===== src/hdl/rvrd_pkg.sv =====
package rvrd_pkg;

    localparam int MAX_LINES_DEFAULT = 8;
    localparam int MAX_LINES_LIMIT   = 64;

    localparam int RTP_HEADER_BYTES = 12;
    localparam int EXT_SEQ_BYTES    = 2;
    localparam int LINE_HDR_BYTES   = 6;

    localparam int BYTE_W   = 8;
    localparam int ADDR_W   = 29;
    localparam int PITCH_W  = 13;
    localparam int LEN_W    = 16;
    localparam int ROW_W    = 15;
    localparam int OFFS_W   = 15;
    localparam int HCNT_W   = 4;
    localparam int ERR_W    = 2;

    localparam logic [PITCH_W-1:0] PITCH_RESET = PITCH_W'(640);

    // APB register map: one 32-bit register per 4-byte slot
    localparam int APB_ADDR_W = 3;
    localparam int APB_DATA_W = 32;
    localparam logic REG_LINE_PITCH = 1'b0;

    typedef enum logic [ERR_W-1:0] {
        ERR_NONE           = 2'd0,
        ERR_TOO_MANY_LINES = 2'd1,
        ERR_TRUNCATED      = 2'd2
    } err_t;

    typedef struct packed {
        logic [LEN_W-1:0]  len;
        logic [ROW_W-1:0]  row;
        logic [OFFS_W-1:0] offs;
    } line_entry_t;

endpackage


===== src/hdl/rvrd_if.sv =====
interface rvrd_in_if;
    logic                        valid;
    logic                        ready;
    logic [rvrd_pkg::BYTE_W-1:0] payload_byte;
    logic                        packet_last;

    modport source (output valid, output payload_byte, output packet_last, input ready);
    modport sink   (input valid, input payload_byte, input packet_last, output ready);
endinterface

interface rvrd_out_if;
    logic                        valid;
    logic                        ready;
    logic                        write_valid;
    logic [rvrd_pkg::ADDR_W-1:0] write_address;
    logic [rvrd_pkg::BYTE_W-1:0] write_byte;
    logic                        frame_end;
    logic [rvrd_pkg::ERR_W-1:0]  packet_error;

    modport source (
        output valid, output write_valid, output write_address, output write_byte,
        output frame_end, output packet_error, input ready
    );
    modport sink (
        input valid, input write_valid, input write_address, input write_byte,
        input frame_end, input packet_error, output ready
    );
endinterface


===== src/hdl/raw_video_rtp_depacketizer.sv =====
// Pipeline: a result word passes the s1, s2 and out registers on its way to fb.
// Throughput: one payload byte per cycle while fb takes results; the line table is read into
//   rd_reg at the index the next byte will use, so line switches do not stall the input.
// Words that cause no result (headers, trailing bytes) leave nothing in the output pipe.
// Reset: parser, pipeline valids and pitch (640) clear at once; the line table is
//   not cleared and is only read at entries written earlier in the same packet.
module raw_video_rtp_depacketizer #(
    parameter int MAX_LINES = rvrd_pkg::MAX_LINES_DEFAULT
) (
    input  logic                            clk,
    input  logic                            rst_n,
    input  logic                            psel,
    input  logic                            penable,
    input  logic                            pwrite,
    input  logic [rvrd_pkg::APB_ADDR_W-1:0] paddr,
    input  logic [rvrd_pkg::APB_DATA_W-1:0] pwdata,
    output logic [rvrd_pkg::APB_DATA_W-1:0] prdata,
    output logic                            pready,
    rvrd_in_if.sink                         pkt,
    rvrd_out_if.source                      fb
);

    localparam int IW = (MAX_LINES > 1) ? $clog2(MAX_LINES) : 1;
    localparam int CW = $clog2(MAX_LINES + 1);
    localparam int PROD_W = rvrd_pkg::ROW_W + rvrd_pkg::PITCH_W;
    localparam int OFS_W  = rvrd_pkg::LEN_W + 1;

    typedef enum logic [2:0] {
        PH_RTP,
        PH_EXT,
        PH_LINES,
        PH_DATA,
        PH_DONE,
        PH_SKIP
    } phase_t;

    // lowest set bit: {found, index}
    function automatic logic [IW:0] find_first(input logic [MAX_LINES-1:0] vec);
        logic [IW:0] res;
        res = '0;
        for (int i = MAX_LINES - 1; i >= 0; i--) begin
            if (vec[i]) begin
                res = {1'b1, IW'(i)};
            end
        end
        return res;
    endfunction

    // ---------------- configuration ----------------
    logic [rvrd_pkg::PITCH_W-1:0] pitch_reg;
    logic                         cfg_write;

    assign pready    = 1'b1;
    assign cfg_write = psel && penable && pwrite && (paddr[2] == rvrd_pkg::REG_LINE_PITCH);
    assign prdata    = (paddr[2] == rvrd_pkg::REG_LINE_PITCH)
                     ? rvrd_pkg::APB_DATA_W'(pitch_reg) : '0;

    always_ff @(posedge clk or negedge rst_n) begin
        if (!rst_n)
        begin
            pitch_reg <= rvrd_pkg::PITCH_RESET;
        end
        else if (cfg_write)
        begin
            pitch_reg <= pwdata[rvrd_pkg::PITCH_W-1:0];
        end
    end

    // ---------------- parser state ----------------
    phase_t                       phase_reg, phase_next;
    logic [rvrd_pkg::HCNT_W-1:0]  hcnt_reg, hcnt_next;
    logic                         marker_reg, marker_next;
    logic [39:0]                  hdr_reg, hdr_next;
    logic [CW-1:0]                line_total_reg, line_total_next;
    logic [IW-1:0]                line_cur_reg, line_cur_next;
    logic [rvrd_pkg::LEN_W-1:0]   pos_reg, pos_next;
    logic [MAX_LINES-1:0]         nz_mask_reg, nz_mask_next;

    // line table
    rvrd_pkg::line_entry_t line_mem [MAX_LINES];
    rvrd_pkg::line_entry_t rd_reg;
    rvrd_pkg::line_entry_t mem_wdata;
    logic                  mem_we;
    logic [IW-1:0]         mem_waddr;

    logic                         pkt_acc;
    logic [rvrd_pkg::BYTE_W-1:0]  b;
    logic                         more;
    logic [MAX_LINES-1:0]         hdr_mask;
    logic [MAX_LINES-1:0]         above_mask;
    logic [MAX_LINES-1:0]         seek_vec;
    logic [IW:0]                  seek_res;
    logic                         do_seek;
    logic                         wv;
    rvrd_pkg::err_t               err;

    // output pipe
    logic s1_ready, s2_ready, out_ready;
    logic s1_valid_reg, s2_valid_reg, out_valid_reg;

    assign pkt_acc   = pkt.valid && pkt.ready;
    assign b         = pkt.payload_byte;
    assign mem_waddr = line_total_reg[IW-1:0];
    assign more      = hdr_reg[7];

    // completed header: bytes 0..4 sit in hdr_reg, byte 5 is the current word
    assign mem_wdata.len  = hdr_reg[39:24];
    assign mem_wdata.row  = hdr_reg[22:8];
    assign mem_wdata.offs = {hdr_reg[6:0], b};

    always_comb
    begin
        hdr_mask = nz_mask_reg;
        if (mem_wdata.len != '0) begin
            hdr_mask[mem_waddr] = 1'b1;
        end
        for (int i = 0; i < MAX_LINES; i++) begin
            above_mask[i] = nz_mask_reg[i] && ((IW + 1)'(i) > {1'b0, line_cur_reg});
        end
        seek_vec = (phase_reg == PH_LINES) ? hdr_mask : above_mask;
        seek_res = find_first(seek_vec);
    end

    always_comb
    begin
        phase_next      = phase_reg;
        hcnt_next       = hcnt_reg;
        marker_next     = marker_reg;
        hdr_next        = hdr_reg;
        line_total_next = line_total_reg;
        line_cur_next   = line_cur_reg;
        pos_next        = pos_reg;
        nz_mask_next    = nz_mask_reg;
        mem_we          = 1'b0;
        do_seek         = 1'b0;
        wv              = 1'b0;
        err             = rvrd_pkg::ERR_NONE;

        if (pkt_acc)
        begin
            unique case (phase_reg)
                PH_RTP:
                begin
                    if (hcnt_reg == rvrd_pkg::HCNT_W'(1)) begin
                        marker_next = b[7];
                    end
                    if (hcnt_reg == rvrd_pkg::HCNT_W'(rvrd_pkg::RTP_HEADER_BYTES - 1))
                    begin
                        hcnt_next  = '0;
                        phase_next = PH_EXT;
                    end
                    else
                    begin
                        hcnt_next = hcnt_reg + 1'b1;
                    end
                end
                PH_EXT:
                begin
                    if (hcnt_reg == rvrd_pkg::HCNT_W'(rvrd_pkg::EXT_SEQ_BYTES - 1))
                    begin
                        hcnt_next  = '0;
                        phase_next = PH_LINES;
                    end
                    else
                    begin
                        hcnt_next = hcnt_reg + 1'b1;
                    end
                end
                PH_LINES:
                begin
                    hdr_next = {hdr_reg[31:0], b};
                    if (hcnt_reg == rvrd_pkg::HCNT_W'(rvrd_pkg::LINE_HDR_BYTES - 1))
                    begin
                        hcnt_next       = '0;
                        mem_we          = 1'b1;
                        nz_mask_next    = hdr_mask;
                        line_total_next = line_total_reg + 1'b1;
                        if (!more)
                        begin
                            do_seek = 1'b1;
                        end
                        else if (line_total_reg == CW'(MAX_LINES - 1))
                        begin
                            phase_next = PH_SKIP;
                        end
                    end
                    else
                    begin
                        hcnt_next = hcnt_reg + 1'b1;
                    end
                end
                PH_DATA:
                begin
                    wv = 1'b1;
                    if (pos_reg + 1'b1 == rd_reg.len)
                    begin
                        do_seek = 1'b1;
                    end
                    else
                    begin
                        pos_next = pos_reg + 1'b1;
                    end
                end
                PH_DONE, PH_SKIP:
                begin
                end
                default:
                begin
                end
            endcase

            if (do_seek)
            begin
                pos_next = '0;
                if (seek_res[IW])
                begin
                    phase_next    = PH_DATA;
                    line_cur_next = seek_res[IW-1:0];
                end
                else
                begin
                    phase_next = PH_DONE;
                end
            end

            if (pkt.packet_last)
            begin
                priority if (phase_next == PH_SKIP)
                begin
                    err = rvrd_pkg::ERR_TOO_MANY_LINES;
                end
                else if (phase_next == PH_DONE)
                begin
                    err = rvrd_pkg::ERR_NONE;
                end
                else
                begin
                    err = rvrd_pkg::ERR_TRUNCATED;
                end
                // restart per-packet state
                phase_next      = PH_RTP;
                hcnt_next       = '0;
                line_total_next = '0;
                line_cur_next   = '0;
                pos_next        = '0;
                nz_mask_next    = '0;
            end
        end
    end

    always_ff @(posedge clk or negedge rst_n) begin
        if (!rst_n)
        begin
            phase_reg      <= PH_RTP;
            hcnt_reg       <= '0;
            marker_reg     <= 1'b0;
            line_total_reg <= '0;
            line_cur_reg   <= '0;
            pos_reg        <= '0;
            nz_mask_reg    <= '0;
        end
        else
        begin
            phase_reg      <= phase_next;
            hcnt_reg       <= hcnt_next;
            marker_reg     <= (pkt_acc && pkt.packet_last) ? 1'b0 : marker_next;
            line_total_reg <= line_total_next;
            line_cur_reg   <= line_cur_next;
            pos_reg        <= pos_next;
            nz_mask_reg    <= nz_mask_next;
        end
    end

    always_ff @(posedge clk) begin
        hdr_reg <= hdr_next;
    end

    // read at the index the next word will use; forward a same-cycle write
    always_ff @(posedge clk) begin
        if (mem_we) begin
            line_mem[mem_waddr] <= mem_wdata;
        end
        if (mem_we && (mem_waddr == line_cur_next)) begin
            rd_reg <= mem_wdata;
        end
        else begin
            rd_reg <= line_mem[line_cur_next];
        end
    end

    // ---------------- output pipe: row*pitch, then address sum ----------------
    logic                          s1_we_reg, s1_fe_reg;
    logic [rvrd_pkg::BYTE_W-1:0]   s1_byte_reg;
    logic [rvrd_pkg::ROW_W-1:0]    s1_row_reg;
    logic [rvrd_pkg::OFFS_W-1:0]   s1_offs_reg;
    logic [rvrd_pkg::LEN_W-1:0]    s1_pos_reg;
    logic [rvrd_pkg::ERR_W-1:0]    s1_err_reg;

    logic                          s2_we_reg, s2_fe_reg;
    logic [rvrd_pkg::BYTE_W-1:0]   s2_byte_reg;
    logic [PROD_W-1:0]             s2_prod_reg;
    logic [OFS_W-1:0]              s2_ofs_reg;
    logic [rvrd_pkg::ERR_W-1:0]    s2_err_reg;

    logic                          out_we_reg, out_fe_reg;
    logic [rvrd_pkg::ADDR_W-1:0]   out_addr_reg;
    logic [rvrd_pkg::BYTE_W-1:0]   out_byte_reg;
    logic [rvrd_pkg::ERR_W-1:0]    out_err_reg;

    assign out_ready = !out_valid_reg || fb.ready;
    assign s2_ready  = !s2_valid_reg || out_ready;
    assign s1_ready  = !s1_valid_reg || s2_ready;
    assign pkt.ready = s1_ready;

    always_ff @(posedge clk or negedge rst_n) begin
        if (!rst_n)
        begin
            s1_valid_reg  <= 1'b0;
            s2_valid_reg  <= 1'b0;
            out_valid_reg <= 1'b0;
        end
        else
        begin
            if (s1_ready) begin
                s1_valid_reg <= pkt_acc && (wv || pkt.packet_last);
            end
            if (s2_ready) begin
                s2_valid_reg <= s1_valid_reg;
            end
            if (out_ready) begin
                out_valid_reg <= s2_valid_reg;
            end
        end
    end

    always_ff @(posedge clk) begin
        if (s1_ready)
        begin
            s1_we_reg   <= wv;
            s1_byte_reg <= wv ? b : '0;
            s1_row_reg  <= wv ? rd_reg.row : '0;
            s1_offs_reg <= wv ? rd_reg.offs : '0;
            s1_pos_reg  <= wv ? pos_reg : '0;
            s1_fe_reg   <= pkt.packet_last && marker_next;
            s1_err_reg  <= err;
        end
        if (s2_ready)
        begin
            s2_we_reg   <= s1_we_reg;
            s2_byte_reg <= s1_byte_reg;
            s2_prod_reg <= PROD_W'(s1_row_reg) * PROD_W'(pitch_reg);
            s2_ofs_reg  <= OFS_W'({s1_offs_reg, 1'b0}) + OFS_W'(s1_pos_reg);
            s2_fe_reg   <= s1_fe_reg;
            s2_err_reg  <= s1_err_reg;
        end
        if (out_ready)
        begin
            out_we_reg   <= s2_we_reg;
            out_byte_reg <= s2_byte_reg;
            out_addr_reg <= rvrd_pkg::ADDR_W'({s2_prod_reg, 1'b0})
                          + rvrd_pkg::ADDR_W'(s2_ofs_reg);
            out_fe_reg   <= s2_fe_reg;
            out_err_reg  <= s2_err_reg;
        end
    end

    assign fb.valid         = out_valid_reg;
    assign fb.write_valid   = out_we_reg;
    assign fb.write_address = out_addr_reg;
    assign fb.write_byte    = out_byte_reg;
    assign fb.frame_end     = out_fe_reg;
    assign fb.packet_error  = out_err_reg;

    // ---------------- assertions ----------------
    a_data_line_nonzero: assert property (@(posedge clk) disable iff (!rst_n)
        phase_reg == PH_DATA |-> nz_mask_reg[line_cur_reg] && (rd_reg.len != '0))
        else $error("data phase on a line without data");

    a_pos_in_line: assert property (@(posedge clk) disable iff (!rst_n)
        phase_reg == PH_DATA |-> pos_reg < rd_reg.len)
        else $error("byte position past line length");

    a_total_bound: assert property (@(posedge clk) disable iff (!rst_n)
        line_total_reg <= CW'(MAX_LINES))
        else $error("line count exceeds table depth");

    a_restart: assert property (@(posedge clk) disable iff (!rst_n)
        pkt_acc && pkt.packet_last |=> phase_reg == PH_RTP && line_total_reg == '0
            && nz_mask_reg == '0)
        else $error("per-packet state not cleared after last word");

    a_last_gives_result: assert property (@(posedge clk) disable iff (!rst_n)
        pkt_acc && pkt.packet_last |=> s1_valid_reg)
        else $error("last word produced no result");

endmodule

===== src/flat_wrapper.sv =====
// flat-port wrapper written by rule: the top's interface ports become plain ports
module raw_video_rtp_depacketizer_flat 
#(
    parameter int MAX_LINES = rvrd_pkg::MAX_LINES_DEFAULT
)
  (clk, rst_n, psel, penable, pwrite, paddr, pwdata, prdata, pready, pkt_valid, pkt_payload_byte, pkt_packet_last, pkt_ready, fb_valid, fb_write_valid, fb_write_address, fb_write_byte, fb_frame_end, fb_packet_error, fb_ready);
  rvrd_in_if pkt_i ();
  rvrd_out_if fb_i ();
  input  logic clk;
  input  logic rst_n;
  input  logic psel;
  input  logic penable;
  input  logic pwrite;
  input  logic [rvrd_pkg::APB_ADDR_W-1:0] paddr;
  input  logic [rvrd_pkg::APB_DATA_W-1:0] pwdata;
  output logic [rvrd_pkg::APB_DATA_W-1:0] prdata;
  output logic pready;
  input wire logic [$bits(pkt_i.valid)-1:0] pkt_valid;
  input wire logic [$bits(pkt_i.payload_byte)-1:0] pkt_payload_byte;
  input wire logic [$bits(pkt_i.packet_last)-1:0] pkt_packet_last;
  output wire logic [$bits(pkt_i.ready)-1:0] pkt_ready;
  output wire logic [$bits(fb_i.valid)-1:0] fb_valid;
  output wire logic [$bits(fb_i.write_valid)-1:0] fb_write_valid;
  output wire logic [$bits(fb_i.write_address)-1:0] fb_write_address;
  output wire logic [$bits(fb_i.write_byte)-1:0] fb_write_byte;
  output wire logic [$bits(fb_i.frame_end)-1:0] fb_frame_end;
  output wire logic [$bits(fb_i.packet_error)-1:0] fb_packet_error;
  input wire logic [$bits(fb_i.ready)-1:0] fb_ready;
  assign pkt_i.valid = pkt_valid;
  assign pkt_i.payload_byte = pkt_payload_byte;
  assign pkt_i.packet_last = pkt_packet_last;
  assign pkt_ready = pkt_i.ready;
  assign fb_valid = fb_i.valid;
  assign fb_write_valid = fb_i.write_valid;
  assign fb_write_address = fb_i.write_address;
  assign fb_write_byte = fb_i.write_byte;
  assign fb_frame_end = fb_i.frame_end;
  assign fb_packet_error = fb_i.packet_error;
  assign fb_i.ready = fb_ready;
  raw_video_rtp_depacketizer #(.MAX_LINES(MAX_LINES)) u_core (.clk(clk), .rst_n(rst_n), .psel(psel), .penable(penable), .pwrite(pwrite), .paddr(paddr), .pwdata(pwdata), .prdata(prdata), .pready(pready), .pkt(pkt_i), .fb(fb_i));
endmodule

===== config.mk =====
export PLATFORM = sky130hd
export DESIGN_NAME = raw_video_rtp_depacketizer_flat
export DESIGN_NICKNAME = d
export VERILOG_FILES = /design/src/hdl/rvrd_pkg.sv /design/src/hdl/rvrd_if.sv /design/src/hdl/raw_video_rtp_depacketizer.sv /design/src/flat_wrapper.sv
export SDC_FILE = /design/constraint.sdc
export NUM_CORES = 1
export LEC_CHECK = 0
export BUFFER_PORTS_ARGS = -buffer_cell sky130_fd_sc_hd__buf_2
export CORE_MARGIN = 2
export CORE_UTILIZATION = 56
export DETAILED_ROUTE_END_ITERATION = 6
export PLACE_DENSITY = 0.72
export SYNTH_ARGS = -nofsm -noshare
export SYNTH_HDL_FRONTEND = slang
export SYNTH_SLANG_ARGS = --single-unit

===== constraint.sdc =====
create_clock -name clk -period 5.96 [get_ports clk]
set_input_delay 0.298 -clock clk [delete_from_list [all_inputs] [get_ports clk]]
set_output_delay 0.298 -clock clk [all_outputs]
set_load 0.02 [all_outputs]

# Word level (Yosys, flattened, before mapping)
# Memories as Yosys holds them, arrays and structs flattened. A register that Yosys moved wholly into a read port is not among the register bits.
# Cells that the tools add are included.
# classes
n_addsub,5
n_mul,1
n_div,0
magnitude_cmp,9
eq_ne,11
shifts,0
mux,60
n_bitwise,4
reduce_logical,34
# ops
cell,count
2-to-1 mux 16 bit,4
2-to-1 mux 4 bit,15
2-to-1 mux 8 bit,5
2-to-1 mux 3 bit,13
adder 29 x 17 -> 29 bit,1
multiplier 15 x 13 -> 28 bit,1
adder 16 x 16 -> 17 bit,1
2-to-1 mux 1 bit,17
adder 16 x 1 -> 16 bit (second input constant),1
== test 16 bit,1
nonzero test 16 bit,1
logical AND 1 bit,15
2-to-1 mux 13 bit,1
> comparator 3 bit (first input constant),4
one-hot mux 4 bit (3 select lines),1
one-hot mux 3 bit (3 select lines),1
adder 4 x 1 -> 4 bit (second input constant),2
== test 4 x 3 -> 1 bit (second input constant),2
bitwise OR 8 bit,1
== test 3 x 2 -> 1 bit (second input constant),2
== test 3 bit (second input constant),2
> comparator 2 x 3 -> 1 bit (first input constant),2
AND reduction 2 bit,3
AND reduction 3 bit,2
other kinds (18),26
# totals
reg_bits,251
latchBits,0
ram_bits,368
romBits,0
input_bits,51
output_inout_bits,76
word_cells,156
mem_count,1
# memory_table
memory,depth,word_bits,read_ports,rd_ports_with_merged_regs,wr,line_no,rtl
u_core.line_mem,8,46,1,1,1,raw_video_rtp_depacketizer.sv:80,rvrd_pkg::line_entry_t line_mem [MAX_LINES];

# Longest topological paths before layout
# depth
depth_word,21
depth_mapped,22
depth_no_buf,21

# Worst setup path before layout
# Ideal clock, no wire load.
# synth_path
path_type,flip-flop to flip-flop
start,"register u_core.out_valid_reg, in the netlist u_core.fb.valid"
end,memory u_core.line_mem[0][0] (netlist bit) (enable)
setup_ns,0.506
arrival_ns,6.073
required_time_ns,5.454
slack_ns,-0.619
stages_incl_launch_ff,6
n_path_buf,0
period_less_slack_ns,6.579
path_cell_list,dfrtp_1 -> nor2b_1 -> nand3_1 -> nand2_1 -> or3_1 -> nor3_1
# synth_via
elab_chain_len,8
# synth_lines
item,line_no,rtl
start: declaration,raw_video_rtp_depacketizer.sv:99,"logic s1_valid_reg, s2_valid_reg, out_valid_reg;"
start signal: assignment,raw_video_rtp_depacketizer.sv:331,out_valid_reg <= s2_valid_reg;
zero test 1 bit,raw_video_rtp_depacketizer.sv:310,assign out_ready = !out_valid_reg || fb.ready;
logical OR 1 bit,raw_video_rtp_depacketizer.sv:310,
logical OR 1 bit,raw_video_rtp_depacketizer.sv:311,assign s2_ready = !s2_valid_reg || out_ready;
logical OR 1 bit,raw_video_rtp_depacketizer.sv:312,assign s1_ready = !s1_valid_reg || s2_ready;
via pkt_ready,flat_wrapper.sv:21,output wire logic [$bits(pkt_i.ready)-1:0] pkt_ready;
logical AND 1 bit,raw_video_rtp_depacketizer.sv:101,assign pkt_acc = pkt.valid && pkt.ready;
2-to-1 mux 1 bit,raw_video_rtp_depacketizer.sv:139,if (pkt_acc)
2-to-1 mux 1 bit,raw_video_rtp_depacketizer.sv:280,if (mem_we) begin
2-to-1 mux 1 bit (not written as such),raw_video_rtp_depacketizer.sv:281,line_mem[mem_waddr] <= mem_wdata;
end: declaration,raw_video_rtp_depacketizer.sv:80,
# The timed path passes the listed nets, and every way through them passes these cells.

# Final worst setup path
# layout_path
start,register u_core.pitch_reg[7] (netlist bit)
end,register u_core.s2_prod_reg[26] (data pin)
# layout_via
elab_chain_len,1
# layout_lines
item,line_no,rtl
start: declaration,raw_video_rtp_depacketizer.sv:50,logic [rvrd_pkg::PITCH_W-1:0] pitch_reg;
start signal: assignment,raw_video_rtp_depacketizer.sv:61,pitch_reg <= rvrd_pkg::PITCH_RESET;
start signal: assignment,raw_video_rtp_depacketizer.sv:65,pitch_reg <= pwdata[rvrd_pkg::PITCH_W-1:0];
multiplier 15 x 13 -> 28 bit,raw_video_rtp_depacketizer.sv:351,s2_prod_reg <= PROD_W'(s1_row_reg) * PROD_W'(pitch_reg);
end signal: assignment,raw_video_rtp_depacketizer.sv:351,
end: declaration,raw_video_rtp_depacketizer.sv:301,logic [PROD_W-1:0] s2_prod_reg;
# Every way passes these cells.
# A chain may end at the register's enable or synchronous reset.

==> impl_metrics.py <==
metrics = {
    "synth": {
        "ys_types": 69,
        "syn_area_mm2": 0.03174,
        "async_flop_share": 0.08842,
        "ys_ff_latch": 622,
        "ys.flop_type": "edfxtp_1",
        "yosysSeqAreaShare": 0.5790,
        "synth_area_per_cell_um2": 14.15,
        "synth-edff-count": 564,
        "syn_inst": 2243,
        "yosysWarnings": 0,
    },
    "final_layout": {
        "layout_commonest_cell": "edfxtp_1",
        "largest_register_ffs": 368,
        "finalNetCount": 2693,
        "fin_cells": 3194,
        "syn_to_final_growth_pct": 11.69,
        "drive_gt1_frac": 0.1550,
        "stdcell_area_mm2": 0.03545,
        "diodes": 0,
        "final_cell_mix": "edfxtp_1 (564), inv_1 (230), nand2_1 (167)",
    },
    "floorplanning": {
        "dieArea_mm2": 0.05860,
        "num_rows": 87,
        "die_w_um": 242.1,
        "start_util": 0.5650,
        "ioPinCount": 127,
        "coreArea_mm2": 0.05617,
        "die_h_um": 242.1,
    },
    "drt": {
        "vias": 18330,
        "finalWirelength_um": 65300,
        "drt_iter0_drc": 1807,
        "vias_per_cell": 5.738,
        "dr.pass1.iters": 5,
        "ant_nets": 0,
        "wire_per_inst_um": 20.44,
        "drc": 0,
    },
    "clock_network": {
        "worst_skew_pair.late_latency_ns": 0.65,
        "clock_path_buffers": 3,
        "cts-root-buf": "clkbuf_16",
        "cts_made_buffers": 61,
        "htreeDepth": 2,
        "clock_sinks": 622,
        "cts.clk_slew.worst_paths_ns": 0.06,
        "cts_tree": "built",
    },
    "timing": {
        "fin_crit_sh": 0.9531,
        "worst_pin_slew_ns": 1.104,
        "fmax_mhz": 176.0,
        "max-slew-margin-rel": 0.2640,
        "finalHoldViolCount": 0,
        "setup_viol": 0,
        "finalMaxSlewViolations": 0,
        "fin_skew_ns": 0.03595,
        "holdWs_ns": 0.05197,
        "min_period_ns": 5.681,
    },
    "place": {
        "gp_congestion": 0.8949,
        "hpwl_um": 43300,
        "dp.cells": 3057,
        "io_buffer_count": 85,
        "postPlaceCellArea_mm2": 0.03320,
    },
    "status": {
        "status": "completed",
    },
    "setup_path": {
        "worstPathCellList": "buf_4, and2_1, fa_1, inv_1, fa_1, inv_1, fa_1, fa_1, inv_1, fa_1, inv_1, ha_1, or4_1, a21oi_2, o21ai_2, o41ai_2, buf_4, o2111ai_1, a31o_2, a21oi_2, xnor2_1",
        "worstPathArrival_ns": 6.06,
        "critPathRequiredTime_ns": 6.34,
        "crit_path_start_kind": "flop",
        "cp-startpoint": "u_core.pitch_reg[7]$_DFFE_PN1P_",
        "crit_fanout": 6,
        "critPathMaxStageDelay_ns": 0.54,
        "reg2reg_from": "u_core.pitch_reg[7]$_DFFE_PN1P_",
        "slowest_stage": "fa_1",
        "crit_top_cell": "fa_1",
        "end_kind": "flop",
        "critPathKind": "flop to flop",
    },
    "global_routing": {
        "grt_pass1_vias": 18750,
        "grt_max_degree": 59,
        "grt_pass1_wl_um": 103000,
        "grt.overflow.total": 0,
        "grtUsageTotal": 0.2252,
        "antenna_found_initial": 2,
    },
    "hold_path": {
        "hold_path_class": "primary input to flop",
        "min_from": "pkt_payload_byte[3]",
    },
    "power_and_ir_drop": {
        "p_leak_nw": 13.88,
        "max-vdd-ir-drop_uv": 293.8,
        "power.density_mw_per_mm2": 267.0,
        "total_power_mw": 9.465,
    },
    "job": {
        "drv_cap": 0,
    },
}
## cell families (layout without fill, tap and decap cells)
logic type | Yosys count | count (layout) | share of synthesized area
flip-flops | 622 | 622 | 0.5790
adder cells (fa/ha/maj) | 253 | 253 | 0.1340
AO/OA/AOI/OAI | 195 | 195 | 0.04005
multiplexers | 154 | 154 | 0.08673
XOR/XNOR | 75 | 75 | 0.02156
AND/OR/NAND/NOR | 603 | 603 | 0.09410
buffers and inverters | 339 | 516 | 0.04431
other | 2 | 20 | 0.0002366
## critical path: cells and delay by family (launching register included)
family	cells	cell delay, ns
flops	1	0.41
buf+inv	6	0.53
xor+xnor	1	0.07
simple gates	2	0.66
compound gates	6	1.08
fa+ha+maj	6	2.67
## report_power, final
group / internal, mW / switching [mW] / total [mW] / leakage [nW]
combinational: 0.270 / 0.446 / 0.716 / 6.69
sequential: 4.88 / 0.115 / 4.99 / 6.25
clock: 2.14 / 1.61 / 3.76 / 0.947
## worst paths after layout
path | to | slack, ns | cells after the start
setup reg to reg | u_core.s2_prod_reg[26]$_DFFE_PP_ | 0.28 | 21
min in group asynchronous | u_core.pitch_reg[11]$_DFFE_PN0P_ | 0.37 | 3
hold reg to reg | u_core.s2_byte_reg[2]$_DFFE_PP_ | 0.42 | 0
hold / removal | u_core.hdr_reg[3]$_DFFE_PP_ | 0.05 | 1
max in group asynchronous | u_core.pitch_reg[1]$_DFFE_PN0P_ | 4.95 | 3
setup / recovery | u_core.s2_prod_reg[26]$_DFFE_PP_ | 0.28 | 21
## through the flow
stage               worst slack, ns  TNS [ns]  utilization
floorplan                   -0.6190   -113.90            -
global placement             0.1283         0       0.5911
detailed placement          0.05865         0       0.5911
CTS                         0.08500         0       0.6293
global route               -0.03760  -0.03760       0.6311
finish                       0.2793         0       0.6311
## repair_timing
item | CTS | global route
hold endpoints to repair | 78 | 0
cloned | 0 | 0
resized for setup | 0 | 16
setup buffers | 3 | 6
pin swaps | 0 | 5
hold buffers | 16 | 0
setup endpoints to repair | 1 | 5
## Yosys cell counts (9+ instances only)
cell type / count / area (µm²)
nor4_1: 11 / 68.82
xor2_1: 18 / 157.7
clkbuf_1: 65 / 244.0
buf_4: 20 / 150.1
fa_1: 145 / 2903
nor2_1: 122 / 457.9
xnor2_1: 55 / 481.7
a22o_1: 13 / 113.9
nor2b_1: 26 / 162.7
o21ai_0: 49 / 245.2
nand4_1: 18 / 112.6
mux4_1: 11 / 289.0
inv_1: 231 / 867.1
buf_2: 10 / 50.05
and2_1: 102 / 638.1
nand2_1: 168 / 630.6
nand2b_1: 12 / 75.07
ha_1: 108 / 1351
nand3_1: 37 / 185.2
mux4_2: 81 / 1824
mux2i_1: 47 / 470.5
a211oi_1: 9 / 67.56
a21oi_1: 46 / 230.2
edfxtp_1: 564 / 16940
o211ai_1: 9 / 67.56
nor3_1: 42 / 210.2
mux2_2: 15 / 168.9
and3_1: 32 / 200.2
dfrtp_1: 53 / 1326
## per-layer routing
metal | vias up | share of wire | GRT usage | wire length, µm
met5 | - | 0 | 0 | 0
met4 | 0 | 0.021 | 0.06209 | 1340
met3 | 103 | 0.064 | 0.03667 | 4185
met2 | 623 | 0.48 | 0.3717 | 31600
met1 | 9314 | 0.43 | 0.3141 | 28170
li1 | 8286 | - | - | -
## area by class of cell
class / count / area [µm²]
Sequential cell: 622 / 18390
Inverter: 231 / 867.1
Timing Repair Buffer: 173 / 1134
Tap cell: 756 / 945.9
Clock inverter: 33 / 341.6
Clock buffer: 79 / 1625
Fill cell: 4073 / 20720
Multi-Input combinational cell: 1300 / 12140
Power figures use the tool's default switching activity.
